[src/design/cetb_pkg.sv]
// Shared types and constants for the cascaded elapsed timer bank.
// Used by cetb_ctrl, cetb_dpath and the top level; depends on nothing.
`default_nettype none

package cetb_pkg;

  // Bank size and counter width
  localparam int NUM_TIMERS  = 8;
  localparam int COUNT_WIDTH = 32;

  // Derived widths
  localparam int SLOT_W = (NUM_TIMERS > 1) ? $clog2(NUM_TIMERS) : 1;
  localparam int FREE_W = $clog2(NUM_TIMERS + 1);

  // Fixed field widths of the words
  localparam int MODE_W   = 2;
  localparam int SLOTF_W  = 3;
  localparam int SCALE_W  = 3;
  localparam int STATUS_W = 2;
  localparam int OUTC_W   = 32;

  // Item modes
  localparam logic [MODE_W-1:0] MODE_TICK  = 2'd0;
  localparam logic [MODE_W-1:0] MODE_REG   = 2'd1;
  localparam logic [MODE_W-1:0] MODE_CLEAR = 2'd2;
  localparam logic [MODE_W-1:0] MODE_READ  = 2'd3;

  // Result status codes
  localparam logic [STATUS_W-1:0] STATUS_OK       = 2'd0;
  localparam logic [STATUS_W-1:0] STATUS_FULL     = 2'd1;
  localparam logic [STATUS_W-1:0] STATUS_NOT_REGD = 2'd2;

  // Top unit codes
  localparam logic [SCALE_W-1:0] SCALE_MSEC = 3'd0;
  localparam logic [SCALE_W-1:0] SCALE_SEC  = 3'd1;
  localparam logic [SCALE_W-1:0] SCALE_MIN  = 3'd2;
  localparam logic [SCALE_W-1:0] SCALE_HOUR = 3'd3;
  localparam logic [SCALE_W-1:0] SCALE_DAY  = 3'd4;

  // Rollover limits: a unit carries once it passes these
  localparam logic [31:0] MSEC_LAST = 32'd999;
  localparam logic [31:0] SEC_LAST  = 32'd59;
  localparam logic [31:0] MIN_LAST  = 32'd59;
  localparam logic [31:0] HOUR_LAST = 32'd23;

  // Commands from controller to datapath
  typedef struct packed {
    logic load;       // capture the input word
    logic walk_step;  // read slot at walk pointer, advance pointer
    logic rd_slot;    // read the addressed slot
    logic act;        // perform register or clear
    logic out_load;   // load the result register
  } cetb_cmd_t;

  // Status from datapath to controller
  typedef struct packed {
    logic [MODE_W-1:0] mode;
    logic              walk_last;
    logic              out_free;
  } cetb_sts_t;

  // One slot's counts
  typedef struct packed {
    logic [COUNT_WIDTH-1:0] msec;
    logic [COUNT_WIDTH-1:0] sec;
    logic [COUNT_WIDTH-1:0] mins;
    logic [COUNT_WIDTH-1:0] hour;
    logic [COUNT_WIDTH-1:0] day;
  } cetb_cnt_t;

endpackage

`default_nettype wire

[src/design/cetb_ctrl.sv]
// Controller state machine of the timer bank: sequences each accepted word.
// Depends on cetb_pkg for command and status structs and mode codes.
`default_nettype none

module cetb_ctrl (
  input  wire logic                clk,
  input  wire logic                rst_n,
  input  wire logic                in_valid,
  output logic                     in_stall,
  input  wire cetb_pkg::cetb_sts_t sts,
  output cetb_pkg::cetb_cmd_t      cmd
);

  localparam logic [1:0] ST_IDLE = 2'd0;
  localparam logic [1:0] ST_EXEC = 2'd1;
  localparam logic [1:0] ST_WALK = 2'd2;
  localparam logic [1:0] ST_FIN  = 2'd3;

  logic [1:0] state_r;
  logic [1:0] state_nxt;

  assign in_stall = (state_r != ST_IDLE);

  always_comb begin
    state_nxt = state_r;
    cmd       = '0;
    unique case (state_r)
      ST_IDLE: begin
        if (in_valid) begin
          cmd.load  = 1'b1;
          state_nxt = ST_EXEC;
        end
      end
      ST_EXEC: begin
        unique case (sts.mode)
          cetb_pkg::MODE_TICK: begin
            state_nxt = ST_WALK;
          end
          cetb_pkg::MODE_READ: begin
            cmd.rd_slot = 1'b1;
            state_nxt   = ST_FIN;
          end
          cetb_pkg::MODE_REG, cetb_pkg::MODE_CLEAR: begin
            // act and answer in the same cycle, once the result slot frees
            if (sts.out_free) begin
              cmd.act      = 1'b1;
              cmd.out_load = 1'b1;
              state_nxt    = ST_IDLE;
            end
          end
        endcase
      end
      ST_WALK: begin
        cmd.walk_step = 1'b1;
        if (sts.walk_last) begin
          state_nxt = ST_FIN;
        end
      end
      ST_FIN: begin
        if (sts.out_free) begin
          cmd.out_load = 1'b1;
          state_nxt    = ST_IDLE;
        end
      end
    endcase
  end

  always_ff @(posedge clk) begin
    if (!rst_n) begin
      state_r <= ST_IDLE;
    end else begin
      state_r <= state_nxt;
    end
  end

  a_load_to_exec: assert property (@(posedge clk) disable iff (!rst_n)
    cmd.load |=> state_r == ST_EXEC)
    else $error("accepted word did not move controller to execute");

  a_walk_ends: assert property (@(posedge clk) disable iff (!rst_n)
    (state_r == ST_WALK && sts.walk_last) |=> state_r == ST_FIN)
    else $error("tick walk did not finish after last slot");

  a_answer_when_free: assert property (@(posedge clk) disable iff (!rst_n)
    cmd.out_load |-> sts.out_free)
    else $error("result loaded while the result register is held");

endmodule

`default_nettype wire

[src/design/cetb_dpath.sv]
// Datapath of the timer bank: slot count and scale memories, in-use flags,
// tick walk pointer with advance logic, and the result register.
// Depends on cetb_pkg for widths, codes, limits and the command structs.
`default_nettype none

module cetb_dpath (
  input  wire logic                                 clk,
  input  wire logic                                 rst_n,
  input  wire logic [cetb_pkg::MODE_W-1:0]          in_mode,
  input  wire logic [cetb_pkg::SLOTF_W-1:0]         in_timer_slot,
  input  wire logic [cetb_pkg::SCALE_W-1:0]         in_scale,
  input  wire cetb_pkg::cetb_cmd_t                  cmd,
  output cetb_pkg::cetb_sts_t                       sts,
  output logic                                      out_valid,
  input  wire logic                                 out_stall,
  output logic [cetb_pkg::STATUS_W-1:0]             out_status,
  output logic [cetb_pkg::SLOTF_W-1:0]              out_slot_out,
  output logic [cetb_pkg::OUTC_W-1:0]               out_msec_out,
  output logic [cetb_pkg::OUTC_W-1:0]               out_sec_out,
  output logic [cetb_pkg::OUTC_W-1:0]               out_min_out,
  output logic [cetb_pkg::OUTC_W-1:0]               out_hour_out,
  output logic [cetb_pkg::OUTC_W-1:0]               out_day_out
);

  localparam int SW = cetb_pkg::SLOT_W;
  localparam int FW = cetb_pkg::FREE_W;
  localparam int CW = cetb_pkg::COUNT_WIDTH;

  // Map the 3-bit slot field onto a memory index
  function automatic logic [SW-1:0] field_to_idx(input logic [cetb_pkg::SLOTF_W-1:0] s);
    logic [SW+cetb_pkg::SLOTF_W-1:0] ext;
    ext = {{SW{1'b0}}, s};
    return ext[SW-1:0];
  endfunction

  // Low bits of the free pointer as a slot field
  function automatic logic [cetb_pkg::SLOTF_W-1:0] free_to_field(input logic [FW-1:0] f);
    logic [FW+cetb_pkg::SLOTF_W-1:0] ext;
    ext = {{cetb_pkg::SLOTF_W{1'b0}}, f};
    return ext[cetb_pkg::SLOTF_W-1:0];
  endfunction

  // Captured word
  logic [cetb_pkg::MODE_W-1:0]  mode_r;
  logic [cetb_pkg::SLOTF_W-1:0] slot_r;
  logic [cetb_pkg::SCALE_W-1:0] scale_r;

  // Bank bookkeeping
  logic [cetb_pkg::NUM_TIMERS-1:0] in_use_r;
  logic [FW-1:0]                   next_free_r;

  // Memories and their registered read port
  cetb_pkg::cetb_cnt_t          cnt_mem [cetb_pkg::NUM_TIMERS];
  logic [cetb_pkg::SCALE_W-1:0] scl_mem [cetb_pkg::NUM_TIMERS];
  cetb_pkg::cetb_cnt_t          rd_cnt_r;
  logic [cetb_pkg::SCALE_W-1:0] rd_scl_r;

  // Tick walk
  logic [SW-1:0] walk_r;
  logic          wb_valid_r;
  logic [SW-1:0] wb_addr_r;

  // Result register
  logic                         out_valid_r;
  logic [cetb_pkg::STATUS_W-1:0] status_r;
  logic [cetb_pkg::SLOTF_W-1:0] slot_out_r;
  cetb_pkg::cetb_cnt_t          res_cnt_r;

  logic [SW-1:0]  slot_idx;
  logic [SW-1:0]  free_idx;
  logic [SW-1:0]  rd_addr;
  logic           slot_live;
  logic           bank_full;
  logic           out_free;
  logic           do_reg;
  logic           do_clr;
  logic           do_wb;

  // Advance logic signals
  logic                ge_sec, ge_min, ge_hour, ge_day;
  logic [CW-1:0]       ms_b, s_b, m_b, h_b, d_b;
  logic                c_ms, c_s, c_m, c_h;
  logic [CW-1:0]       s_v, m_v, h_v;
  cetb_pkg::cetb_cnt_t adv;

  assign slot_idx  = field_to_idx(slot_r);
  assign free_idx  = next_free_r[SW-1:0];
  assign slot_live = ({29'd0, slot_r} < 32'(cetb_pkg::NUM_TIMERS)) && in_use_r[slot_idx];
  assign bank_full = (next_free_r == FW'(cetb_pkg::NUM_TIMERS));
  assign out_free  = !out_valid_r || !out_stall;
  assign rd_addr   = cmd.walk_step ? walk_r : slot_idx;

  assign do_wb  = wb_valid_r && in_use_r[wb_addr_r];
  assign do_reg = cmd.act && (mode_r == cetb_pkg::MODE_REG) && !bank_full;
  assign do_clr = cmd.act && (mode_r == cetb_pkg::MODE_CLEAR) && slot_live;

  assign sts.mode      = mode_r;
  assign sts.walk_last = (walk_r == SW'(cetb_pkg::NUM_TIMERS - 1));
  assign sts.out_free  = out_free;

  // One millisecond advance of the slot just read; carries ripple from milliseconds upward
  always_comb begin
    ge_sec  = (rd_scl_r >= cetb_pkg::SCALE_SEC)  && (rd_scl_r <= cetb_pkg::SCALE_DAY);
    ge_min  = (rd_scl_r >= cetb_pkg::SCALE_MIN)  && (rd_scl_r <= cetb_pkg::SCALE_DAY);
    ge_hour = (rd_scl_r >= cetb_pkg::SCALE_HOUR) && (rd_scl_r <= cetb_pkg::SCALE_DAY);
    ge_day  = (rd_scl_r == cetb_pkg::SCALE_DAY);

    ms_b = rd_cnt_r.msec + CW'(1);
    s_b  = rd_cnt_r.sec  + CW'(1);
    m_b  = rd_cnt_r.mins + CW'(1);
    h_b  = rd_cnt_r.hour + CW'(1);
    d_b  = rd_cnt_r.day  + CW'(1);

    c_ms = ge_sec && (32'(ms_b) > cetb_pkg::MSEC_LAST);
    c_s  = ge_min && (c_ms ? (32'(s_b) > cetb_pkg::SEC_LAST)
                           : (32'(rd_cnt_r.sec) > cetb_pkg::SEC_LAST));
    c_m  = ge_hour && (c_s ? (32'(m_b) > cetb_pkg::MIN_LAST)
                           : (32'(rd_cnt_r.mins) > cetb_pkg::MIN_LAST));
    c_h  = ge_day && (c_m ? (32'(h_b) > cetb_pkg::HOUR_LAST)
                          : (32'(rd_cnt_r.hour) > cetb_pkg::HOUR_LAST));

    s_v = c_ms ? s_b : rd_cnt_r.sec;
    m_v = c_s  ? m_b : rd_cnt_r.mins;
    h_v = c_m  ? h_b : rd_cnt_r.hour;

    adv.msec = c_ms ? '0 : ms_b;
    adv.sec  = c_s  ? '0 : s_v;
    adv.mins = c_m  ? '0 : m_v;
    adv.hour = c_h  ? '0 : h_v;
    adv.day  = c_h  ? d_b : rd_cnt_r.day;
  end

  // Capture the word
  always_ff @(posedge clk) begin
    if (cmd.load) begin
      mode_r  <= in_mode;
      slot_r  <= in_timer_slot;
      scale_r <= in_scale;
    end
  end

  // Memory write port: tick write-back, register or clear
  always_ff @(posedge clk) begin
    if (do_wb) begin
      cnt_mem[wb_addr_r] <= adv;
    end else if (do_reg) begin
      cnt_mem[free_idx] <= '0;
    end else if (do_clr) begin
      cnt_mem[slot_idx] <= '0;
    end
    if (do_reg) begin
      scl_mem[free_idx] <= scale_r;
    end
  end

  // Memory read port
  always_ff @(posedge clk) begin
    if (cmd.walk_step || cmd.rd_slot) begin
      rd_cnt_r <= cnt_mem[rd_addr];
      rd_scl_r <= scl_mem[rd_addr];
    end
  end

  // Bookkeeping and walk control
  always_ff @(posedge clk) begin
    if (!rst_n) begin
      in_use_r    <= '0;
      next_free_r <= '0;
      walk_r      <= '0;
      wb_valid_r  <= 1'b0;
      wb_addr_r   <= '0;
    end else begin
      if (do_reg) begin
        in_use_r[free_idx] <= 1'b1;
        next_free_r        <= next_free_r + FW'(1);
      end
      if (cmd.load) begin
        walk_r <= '0;
      end else if (cmd.walk_step) begin
        walk_r <= walk_r + SW'(1);
      end
      wb_valid_r <= cmd.walk_step;
      wb_addr_r  <= walk_r;
    end
  end

  // Result register
  always_ff @(posedge clk) begin
    if (!rst_n) begin
      out_valid_r <= 1'b0;
    end else if (cmd.out_load) begin
      out_valid_r <= 1'b1;
    end else if (!out_stall) begin
      out_valid_r <= 1'b0;
    end
  end

  always_ff @(posedge clk) begin
    if (cmd.out_load) begin
      status_r   <= cetb_pkg::STATUS_OK;
      slot_out_r <= '0;
      res_cnt_r  <= '0;
      unique case (mode_r)
        cetb_pkg::MODE_TICK: begin
        end
        cetb_pkg::MODE_REG: begin
          if (bank_full) begin
            status_r <= cetb_pkg::STATUS_FULL;
          end else begin
            slot_out_r <= free_to_field(next_free_r);
          end
        end
        cetb_pkg::MODE_CLEAR: begin
          slot_out_r <= slot_r;
          if (!slot_live) begin
            status_r <= cetb_pkg::STATUS_NOT_REGD;
          end
        end
        cetb_pkg::MODE_READ: begin
          slot_out_r <= slot_r;
          if (!slot_live) begin
            status_r <= cetb_pkg::STATUS_NOT_REGD;
          end else begin
            res_cnt_r <= rd_cnt_r;
          end
        end
      endcase
    end
  end

  assign out_valid    = out_valid_r;
  assign out_status   = status_r;
  assign out_slot_out = slot_out_r;
  assign out_msec_out = 32'(res_cnt_r.msec);
  assign out_sec_out  = 32'(res_cnt_r.sec);
  assign out_min_out  = 32'(res_cnt_r.mins);
  assign out_hour_out = 32'(res_cnt_r.hour);
  assign out_day_out  = 32'(res_cnt_r.day);

  a_wb_only_tick: assert property (@(posedge clk) disable iff (!rst_n)
    wb_valid_r |-> mode_r == cetb_pkg::MODE_TICK)
    else $error("write-back outside a tick");

  a_free_bound: assert property (@(posedge clk) disable iff (!rst_n)
    next_free_r <= FW'(cetb_pkg::NUM_TIMERS))
    else $error("free pointer beyond bank size");

  a_no_overwrite: assert property (@(posedge clk) disable iff (!rst_n)
    cmd.out_load |-> !(out_valid_r && out_stall))
    else $error("result register overwritten while held");

endmodule

`default_nettype wire

[src/design/cascaded_elapsed_timer_bank_top.sv]
// Top level of the cascaded elapsed timer bank: joins controller and datapath.
// Depends on cetb_pkg, cetb_ctrl and cetb_dpath.
//
//  channel  direction  handshake              payload
//  in_      input      in_valid / in_stall    in_mode, in_timer_slot, in_scale
//  out_     output     out_valid / out_stall  out_status, out_slot_out,
//                                             out_msec_out .. out_day_out
//
// A word is taken in the idle state; register and clear finish in the execute state,
// read in the finish state after it, and a tick in the finish state after the
// walk over the slot memory, one slot read and an earlier one written back per cycle.
// Synchronous active-low reset clears in-use flags, free pointer and control.
// A held result stalls only the completing step; the next word is accepted
// while a result waits in the output register.
`default_nettype none

module cascaded_elapsed_timer_bank_top (
  input  wire logic                                 clk,
  input  wire logic                                 rst_n,
  input  wire logic                                 in_valid,
  output logic                                      in_stall,
  input  wire logic [cetb_pkg::MODE_W-1:0]          in_mode,
  input  wire logic [cetb_pkg::SLOTF_W-1:0]         in_timer_slot,
  input  wire logic [cetb_pkg::SCALE_W-1:0]         in_scale,
  output logic                                      out_valid,
  input  wire logic                                 out_stall,
  output logic [cetb_pkg::STATUS_W-1:0]             out_status,
  output logic [cetb_pkg::SLOTF_W-1:0]              out_slot_out,
  output logic [cetb_pkg::OUTC_W-1:0]               out_msec_out,
  output logic [cetb_pkg::OUTC_W-1:0]               out_sec_out,
  output logic [cetb_pkg::OUTC_W-1:0]               out_min_out,
  output logic [cetb_pkg::OUTC_W-1:0]               out_hour_out,
  output logic [cetb_pkg::OUTC_W-1:0]               out_day_out
);

  // Commands down to the datapath, status back up
  cetb_pkg::cetb_cmd_t cmd;
  cetb_pkg::cetb_sts_t sts;

  // Sequence each word: capture, dispatch on mode, walk on ticks, answer
  cetb_ctrl u_ctrl (
    .clk      (clk),
    .rst_n    (rst_n),
    .in_valid (in_valid),
    .in_stall (in_stall),
    .sts      (sts),
    .cmd      (cmd)
  );

  // Hold the slot memories, advance counts, and drive the result word
  cetb_dpath u_dpath (
    .clk           (clk),
    .rst_n         (rst_n),
    .in_mode       (in_mode),
    .in_timer_slot (in_timer_slot),
    .in_scale      (in_scale),
    .cmd           (cmd),
    .sts           (sts),
    .out_valid     (out_valid),
    .out_stall     (out_stall),
    .out_status    (out_status),
    .out_slot_out  (out_slot_out),
    .out_msec_out  (out_msec_out),
    .out_sec_out   (out_sec_out),
    .out_min_out   (out_min_out),
    .out_hour_out  (out_hour_out),
    .out_day_out   (out_day_out)
  );

endmodule

`default_nettype wire
[config.mk]
export PLATFORM = sky130hd
export DESIGN_NAME = cascaded_elapsed_timer_bank_top
export DESIGN_NICKNAME = d
export VERILOG_FILES = /design/src/design/cetb_pkg.sv /design/src/design/cetb_ctrl.sv /design/src/design/cetb_dpath.sv /design/src/design/cascaded_elapsed_timer_bank_top.sv
export SDC_FILE = /design/constraint.sdc
export NUM_CORES = 2
export LEC_CHECK = 0
export ABC_AREA = 1
export BUFFER_PORTS_ARGS = -buffer_cell sky130_fd_sc_hd__buf_4
export CAP_MARGIN = 25
export CORE_ASPECT_RATIO = 0.5
export CORE_MARGIN = 2
export CORE_UTILIZATION = 54
export DETAILED_ROUTE_END_ITERATION = 10
export PLACE_DENSITY = 0.76
export SKIP_LAST_GASP = 1
export SYNTH_ARGS = -nofsm -noshare
export SYNTH_HDL_FRONTEND = slang
export SYNTH_SLANG_ARGS = --single-unit
[constraint.sdc]
create_clock -name clk -period 17.3 [get_ports clk]
set_input_delay 0 -clock clk [delete_from_list [all_inputs] [get_ports clk]]
set_output_delay 0 -clock clk [all_outputs]
set_load 0.01 [all_outputs]
# Word-level counts from Yosys, hierarchy flattened
# Memory sizes are Yosys's and may differ from the RTL's. A register that Yosys moved wholly into a read port is not among the register bits.
# Cells that the tools add are included.
dict set report word_totals {
  register_bits 195
  latch_bits 0
  ram_bits 1304
  romBits 0
  in_bits 12
  output_inout_bits 167
  elab_cells 138
  memories 2
}
# memory depth width read_ports rd_ports_with_merged_regs wr line_no
set mem_list {}
lappend mem_list {u_dpath.cnt_mem 8 160 1 1 1 cetb_dpath.sv:53} ;# cetb_pkg::cetb_cnt_t cnt_mem [cetb_pkg::NUM_TIMERS];
lappend mem_list {u_dpath.scl_mem 8 3 1 1 1 cetb_dpath.sv:54} ;# logic [cetb_pkg::SCALE_W-1:0] scl_mem [cetb_pkg::NUM_TIMERS];
dict set report op_classes {
  add_sub_neg 7
  n_mul 0
  div_mod_pow 0
  n_lt_le_gt_ge 15
  eq_ne 12
  shifts 0
  muxes 55
  n_bitwise 2
  reduce_logical 28
}
# cell n
set op_table {}
lappend op_table {{160-bit two-way mux} 2}
lappend op_table {{160-bit OR reduction} 2}
lappend op_table {{32-bit two-way mux} 8}
lappend op_table {{32-bit by 1-bit adder with 32-bit output (second input constant)} 5}
lappend op_table {{32-bit by 6-bit > comparator with 1-bit output (second input constant)} 4}
lappend op_table {{32-bit by 5-bit > comparator with 1-bit output (second input constant)} 2}
lappend op_table {{32-bit by 10-bit > comparator with 1-bit output (second input constant)} 1}
lappend op_table {{1-bit two-way mux} 26}
lappend op_table {{2-bit two-way mux} 7}
lappend op_table {{1-bit logical AND} 13}
lappend op_table {{3-bit by 4-bit less-than comparator with 1-bit output (second input constant)} 3}
lappend op_table {{3-bit two-way mux} 4}
lappend op_table {{2-bit equality test (second input constant)} 4}
lappend op_table {{8-bit OR} 1}
lappend op_table {{2-bit case mux with 4 select lines} 1}
lappend op_table {{1-bit binary-select mux with 3-bit select} 2}
lappend op_table {{3-bit equality test (second input constant)} 2}
lappend op_table {{3-bit by 1-bit greater-or-equal comparator with 1-bit output (second input constant)} 2}
lappend op_table {{3-bit by 2-bit greater-or-equal comparator with 1-bit output (second input constant)} 2}
lappend op_table {{2-bit case mux with 3 select lines} 1}
lappend op_table {{3-bit case mux with 2 select lines} 1}
lappend op_table {{2-bit OR reduction} 3}
lappend op_table {{4-bit by 1-bit adder with 4-bit output (second input constant)} 1}
lappend op_table {{2-bit by 1-bit equality test with 1-bit output (second input constant)} 2}
lappend op_table {{other kinds (14)} 20}

# Depth between registers and ports, before layout
dict set report logic_depth {
  ltp_word 13
  mapped_depth 24
  mapped_depth_nobuf 24
}

# Cells and area by module
# Synthesis repeated with hierarchy kept, for this count alone.
dict set report hier_totals {
  hier_cells 5776
  hier_area_um2 70445.1
}
# mod n_inst cells_each area_per_inst_um2 seq_area_each_um2
set modules_own_cells {}
lappend modules_own_cells {cetb_dpath 1 5740 70222.3 49647.6}
lappend modules_own_cells {cetb_ctrl 1 36 222.7 40.0}

# Least setup slack after synthesis
# OpenSTA, ideal clock, no wires.
dict set report synth_path {
  path_type {register -> register}
  start {register u_dpath.mode_r[1] (netlist name)}
  end {memory u_dpath.cnt_mem[7][0] (netlist name), enable pin}
  setup_ns 0.683
  t_arrival_ns 8.604
  required_ns 16.617
  slack_ns 8.013
  stages_incl_launch_ff 15
  n_path_buf 0
  synth_period_minus_slack_ns 9.287
  cell_sequence {edfxtp_1 inv_1 ha_1 nand2_1 nor3_1 inv_1 nor2_1 inv_1 nand2_1 nor2_1 inv_1 o211ai_1 o21ai_0 nand2_1 nor2_1}
}
dict set report synth_between {
  elab_chain_cells 12
  elab_cells_between_ends 22
  classes_between {eq/ne (2); mux (13); reduce/logical (7)}
}
# item line_no
set synth_rtl {}
lappend synth_rtl {{start: declaration} cetb_dpath.sv:44} ;# logic [cetb_pkg::MODE_W-1:0] mode_r;
lappend synth_rtl {{start signal: assignment} cetb_dpath.sv:136} ;# mode_r <= in_mode;
lappend synth_rtl {{2-bit by 1-bit equality test with 1-bit output or 2-bit equality test (tied branches)} {cetb_ctrl.sv:35, cetb_dpath.sv:94, cetb_dpath.sv:95}}
lappend synth_rtl {{2-bit OR reduction} cetb_ctrl.sv:35} ;# unique case (sts.mode)
lappend synth_rtl {{2-bit two-way mux} cetb_ctrl.sv:35}
lappend synth_rtl {{2-bit two-way mux} cetb_ctrl.sv:27} ;# unique case (state_r)
lappend synth_rtl {{1-bit logical AND, on equally long branches (2 in a row)} {cetb_dpath.sv:94, cetb_dpath.sv:95}}
lappend synth_rtl {{1-bit two-way mux, on equally long branches} {cetb_dpath.sv:146, cetb_dpath.sv:148}}
lappend synth_rtl {{1-bit two-way mux, on equally long branches} {cetb_dpath.sv:144, cetb_dpath.sv:146}}
lappend synth_rtl {{1-bit two-way mux, on equally long branches} {cetb_dpath.sv:147, cetb_dpath.sv:144}}
lappend synth_rtl {{160-bit OR reduction (no source line) or 1-bit two-way mux (tied branches)} -}
lappend synth_rtl {{3-bit two-way mux (no source line) (tied with other cells)} -}
lappend synth_rtl {{3-bit two-way mux (no source line) or 1-bit two-way mux (tied branches)} -}
lappend synth_rtl {{end: declaration} cetb_dpath.sv:53}
# Several ways; a longest one is shown, not always the timed one.

# Worst setup path after layout
dict set report layout_path {
  start {register u_dpath.mode_r[1] (netlist name)}
  end {memory u_dpath.cnt_mem[3][64] (netlist name), enable pin}
}
# Same word-level chain as after synthesis.

==> metrics.log <==
[metrics] final layout net count: 5,967
[metrics] Final Util: 0.607
[metrics] max capacitance violation total: 0
[metrics] Chip Height: 258 um
[metrics] final number of setup-violating endpoints: 0
[metrics] area enclosed by the die boundary: 132,000 um^2
[metrics] share of power burned in combinational logic: 0.262
[metrics] CTS tree: done
[metrics] maximum clock rate: 168 MHz
[metrics] Worst Setup Path Type: register to register
[metrics] pwr/cell area: 151 nW/um^2
[metrics] width of the die: 511 um
[metrics] post-route total power: 11.7 mW
[metrics] total number of yosys warnings: 0
[metrics] post-layout minimum cycle time: 5.95 ns
[metrics] number of cells in the finished layout apart from fillers: 7,740
[metrics] outcome: finished, final reports clean
[metrics] Max clock buf depth: 3
[metrics] detailed-route wire length: 165,000 um
[metrics] Required @ worst endpoint: 17.69 ns
[metrics] Inst Count DP: 7,457
[metrics] number of pins exceeding their max-slew limit in the final report: 0
[metrics] measured slew at the worst slew-check pin: 1.15 ns
[metrics] largest clock skew in the final design: 0.0340 ns
[metrics] num ports: 179
[metrics] first drt pass iteration count: 6
[metrics] min setup slack post-route: 11.35 ns
[metrics] class of the worst hold path: input pin to register
[metrics] Routed Antenna Nets: 0
[metrics] number of vias in the routed layout: 46.0k
[metrics] maximum fanout along the worst path: 55
[metrics] filler instances: 9,589
[metrics] Total Neg Setup Slack: 0 ns
[metrics] global-route wire length before repair: 255,000 um
[metrics] CP startpoint kind: register
[metrics] pre-CTS setup slack: 11.34 ns
[metrics] netlist area before placement: 69,500 um^2
[metrics] flop and latch count out of synthesis: 1,662
[metrics] detailed-route vias per instance: 5.95
[metrics] Hold Slack: 0.0719 ns
[metrics] part of the total power dissipated in sequential elements: 0.472
[metrics] number of global-route vias before repair: 44.9k
[metrics] clock buffer count from CTS: 143
[metrics] antenna cell count: 0
[metrics] gate count after technology mapping: 5,856
[metrics] internal power contribution: 7.78 mW
[metrics] share of total power consumed by net switching: 0.333
[metrics] standard cell area after detailed placement: 72,300 um^2
[metrics] clock slew at reported path FFs: 0.07 ns
[metrics] Post-Syn Area per Cell: 11.9 um^2
[metrics] DRC Markers: 0
[metrics] All-Layer GR Usage: 0.247
[metrics] count of H-tree levels built during CTS: 4
[metrics] insertion delay of the later-clocked pin in the worst-skew pair: 0.79 ns
[metrics] arrival time at the worst endpoint: 6.34 ns
[metrics] post-CTS resize count: 0
[metrics] RSZ-0062 raised after global routing: no
[metrics] count of final hold-check violations: 0
[metrics] initial antenna violation count: 1
[metrics] sequential-to-total area share from yosys stat: 0.715
[metrics] share of cells above drive strength 1: 0.0790
[metrics] Overflow after GRT: 0
[metrics] area added between synthesis and finish: 10.9%
[metrics] Iter 0 DRT Violations: 5,436
[metrics] period utilization: 0.344
[metrics] Root Buffer Master: clkbuf_16
[metrics] initial core utilization: 0.548
[metrics] number of I/O port buffers: 178
[metrics] CTS Sinks: 1,662
[metrics] detail-routed net length per standard cell: 21.3 um
[metrics] DP HPWL: 92,800 um
[metrics] total core area: 127,000 um^2
[metrics] largest net degree at the start of global routing: 277
[metrics] net switching power figure: 3.89 mW
[metrics] final cell area excluding filler cells: 77,000 um^2
[metrics] std cell rows: 92
[metrics] endpoint kind of the worst setup timing path: register
[metrics] Synthesized Nets: 5,886
[metrics] Max rail drop VDD: 0.129 mV
[metrics] Max-slew headroom: 0.234
[metrics] post-CTS setup repair buffer count: 0
[metrics] number of distinct library cells after synthesis: 47
[metrics] Clock Power Share: 0.266
[metrics] routability congestion estimate from global placement: 0.945
[metrics] leakage component of the power: 26.3 nW
==> synthesized netlist by cell type, drive strengths merged <==
cell type	instances	area, um^2
nand3b	3	22.5
a211o	1	8.76
nand3	118	631
nand2	546	2070
o21ai	560	2800
and3b	1	8.76
a21oi	71	363
o21bai	165	1240
nor3	47	235
edfxtp	1640	49200
nand4	42	269
o22ai	2	12.5
a311oi	2	17.5
dfxtp	22	440
inv	277	1040
clkinv	2	7.51
a31oi	163	1020
xnor2	2	17.5
xor2	75	657
nor3b	2	15.0
nor4	22	138
o32ai	164	1440
and3	1	6.26
ha	18	225
clkbuf	268	1010
a211oi	60	450
o211ai	3	22.5
buf	47	248
nor2	1522	5760
or2	4	25.0
and2	1	6.26
o2111ai	1	8.76
o21a	4	30.0
==> layer usage <==
metal / global-route usage / vias up / wire length (um) / share of wire
met1: 0.351 / 22600 / 69900 / 0.42
met2: 0.405 / 2066 / 78800 / 0.48
met3: 0.0344 / 254 / 12900 / 0.078
li1: - / 21100 / - / -
met5: 0 / - / 13 / 0.000079
met4: 0.0645 / 2 / 3100 / 0.019
==> sequential cells by signal (all words and copies together) (netlist names), 3 cells and up <==
signal / cells
u_dpath.in_use_r: 8
u_dpath.rd_cnt_r: 160
u_dpath.slot_idx: 3
u_dpath.out_day_out: 32
u_dpath.scale_r: 3
u_dpath.walk_r: 3
u_dpath.next_free_r: 4
u_dpath.out_slot_out: 3
u_dpath.cnt_mem: 1280
u_dpath.wb_addr_r: 3
u_dpath.out_min_out: 32
u_dpath.out_hour_out: 32
u_dpath.rd_scl_r: 3
u_dpath.scl_mem: 24
u_dpath.out_msec_out: 32
u_dpath.out_sec_out: 32
==> cell usage in the layout, fill, tap and decap left out, types with 5 or more instances in the layout <==
cell and instances:
edfxtp_1 1640, nor2_1 1502, o21ai_0 551, nand2_1 536, inv_1 271, buf_4 212
o21bai_1 165, o32ai_1 164, a31oi_1 163, clkbuf_16 145, nand3_1 113, xor2_1 75
a21oi_1 69, a211oi_1 60, nor3_1 47, nand4_1 41, clkbuf_1 34, clkinv_1 27
clkinv_2 22, dfxtp_1 22, nor4_1 21, dlygate4sd3_1 19, ha_1 18, nor2_4 12
buf_12 12, nor2_2 8, clkinv_8 7, inv_6 7, bufinv_16 7, nand2_2 6
o21ai_1 6, inv_2 6, clkinvlp_4 6, buf_2 5
==> layout make-up <==
class / instances / area, um^2 / area share
inverter: 279 / 1050 / 0.0137
tap: 1692 / 2120 / 0.0275
sequential: 1662 / 49700 / 0.645
multi-input combinational: 3600 / 17600 / 0.229
clock inverter: 77 / 658 / 0.00854
clock buffer: 179 / 3760 / 0.0488
timing repair buffer: 251 / 2130 / 0.0276
==> logic make-up (layout without fill, tap and decap cells) <==
group,after synthesis,count (layout),share of synthesized area
AO/OA/AOI/OAI,1196,1196,0.107
flip-flops,1662,1662,0.715
adder cells (fa/ha/maj),18,18,0.00324
AND/OR/NAND/NOR,2309,2309,0.132
buffers and inverters,594,786,0.0331
XOR/XNOR,77,77,0.00971
==> power by group through the flow <==
| stage | clock (mW) | sequential (mW) | combinational [mW] |
|---|---|---|---|
| CTS | 3.14 | 5.50 | 3.03 |
| global placement | 0 | 5.58 | 2.87 |
| global route | 3.29 | 5.53 | 3.39 |
| detailed placement | 0 | 5.58 | 3.00 |
| floorplan | 0 | 5.59 | 2.02 |
| finish | 3.11 | 5.50 | 3.05 |
==> path summary, 6_finish.rpt <==
path / startpoint / endpoint / slack [ns] / depth (start not counted)
worst min-delay path: rst_n / u_dpath.wb_addr_r[1] / 0.07 / 4
worst min register to register: u_dpath.walk_r[2] / u_dpath.wb_addr_r[2] / 0.47 / 2
worst max-delay path: u_dpath.mode_r[1] / u_dpath.cnt_mem[3][64] / 11.35 / 17
worst max register to register: u_dpath.mode_r[1] / u_dpath.cnt_mem[3][64] / 11.35 / 17
==> worst max-delay path: stages (launching register included) <==
cell      delay (ns)
edfxtp_1        0.41
inv_1           0.10
ha_1            0.29
nand2_1         0.06
nor3_1          0.24
inv_1           0.17
nor2_1          0.25
inv_1           0.16
nand2_1         0.10
nor2_1          0.06
inv_1           0.12
o211ai_1        0.10
o21ai_0         0.11
nand2_1         0.27
nor2_4          0.43
buf_4           0.77
buf_4           0.94
buf_4           0.81
==> what timing repair did <==
item	in CTS	in global routing
hold buffers	19	0
hold endpoints to repair	46	0
setup endpoints to repair	0	0
Power figures use the tool's default switching activity.
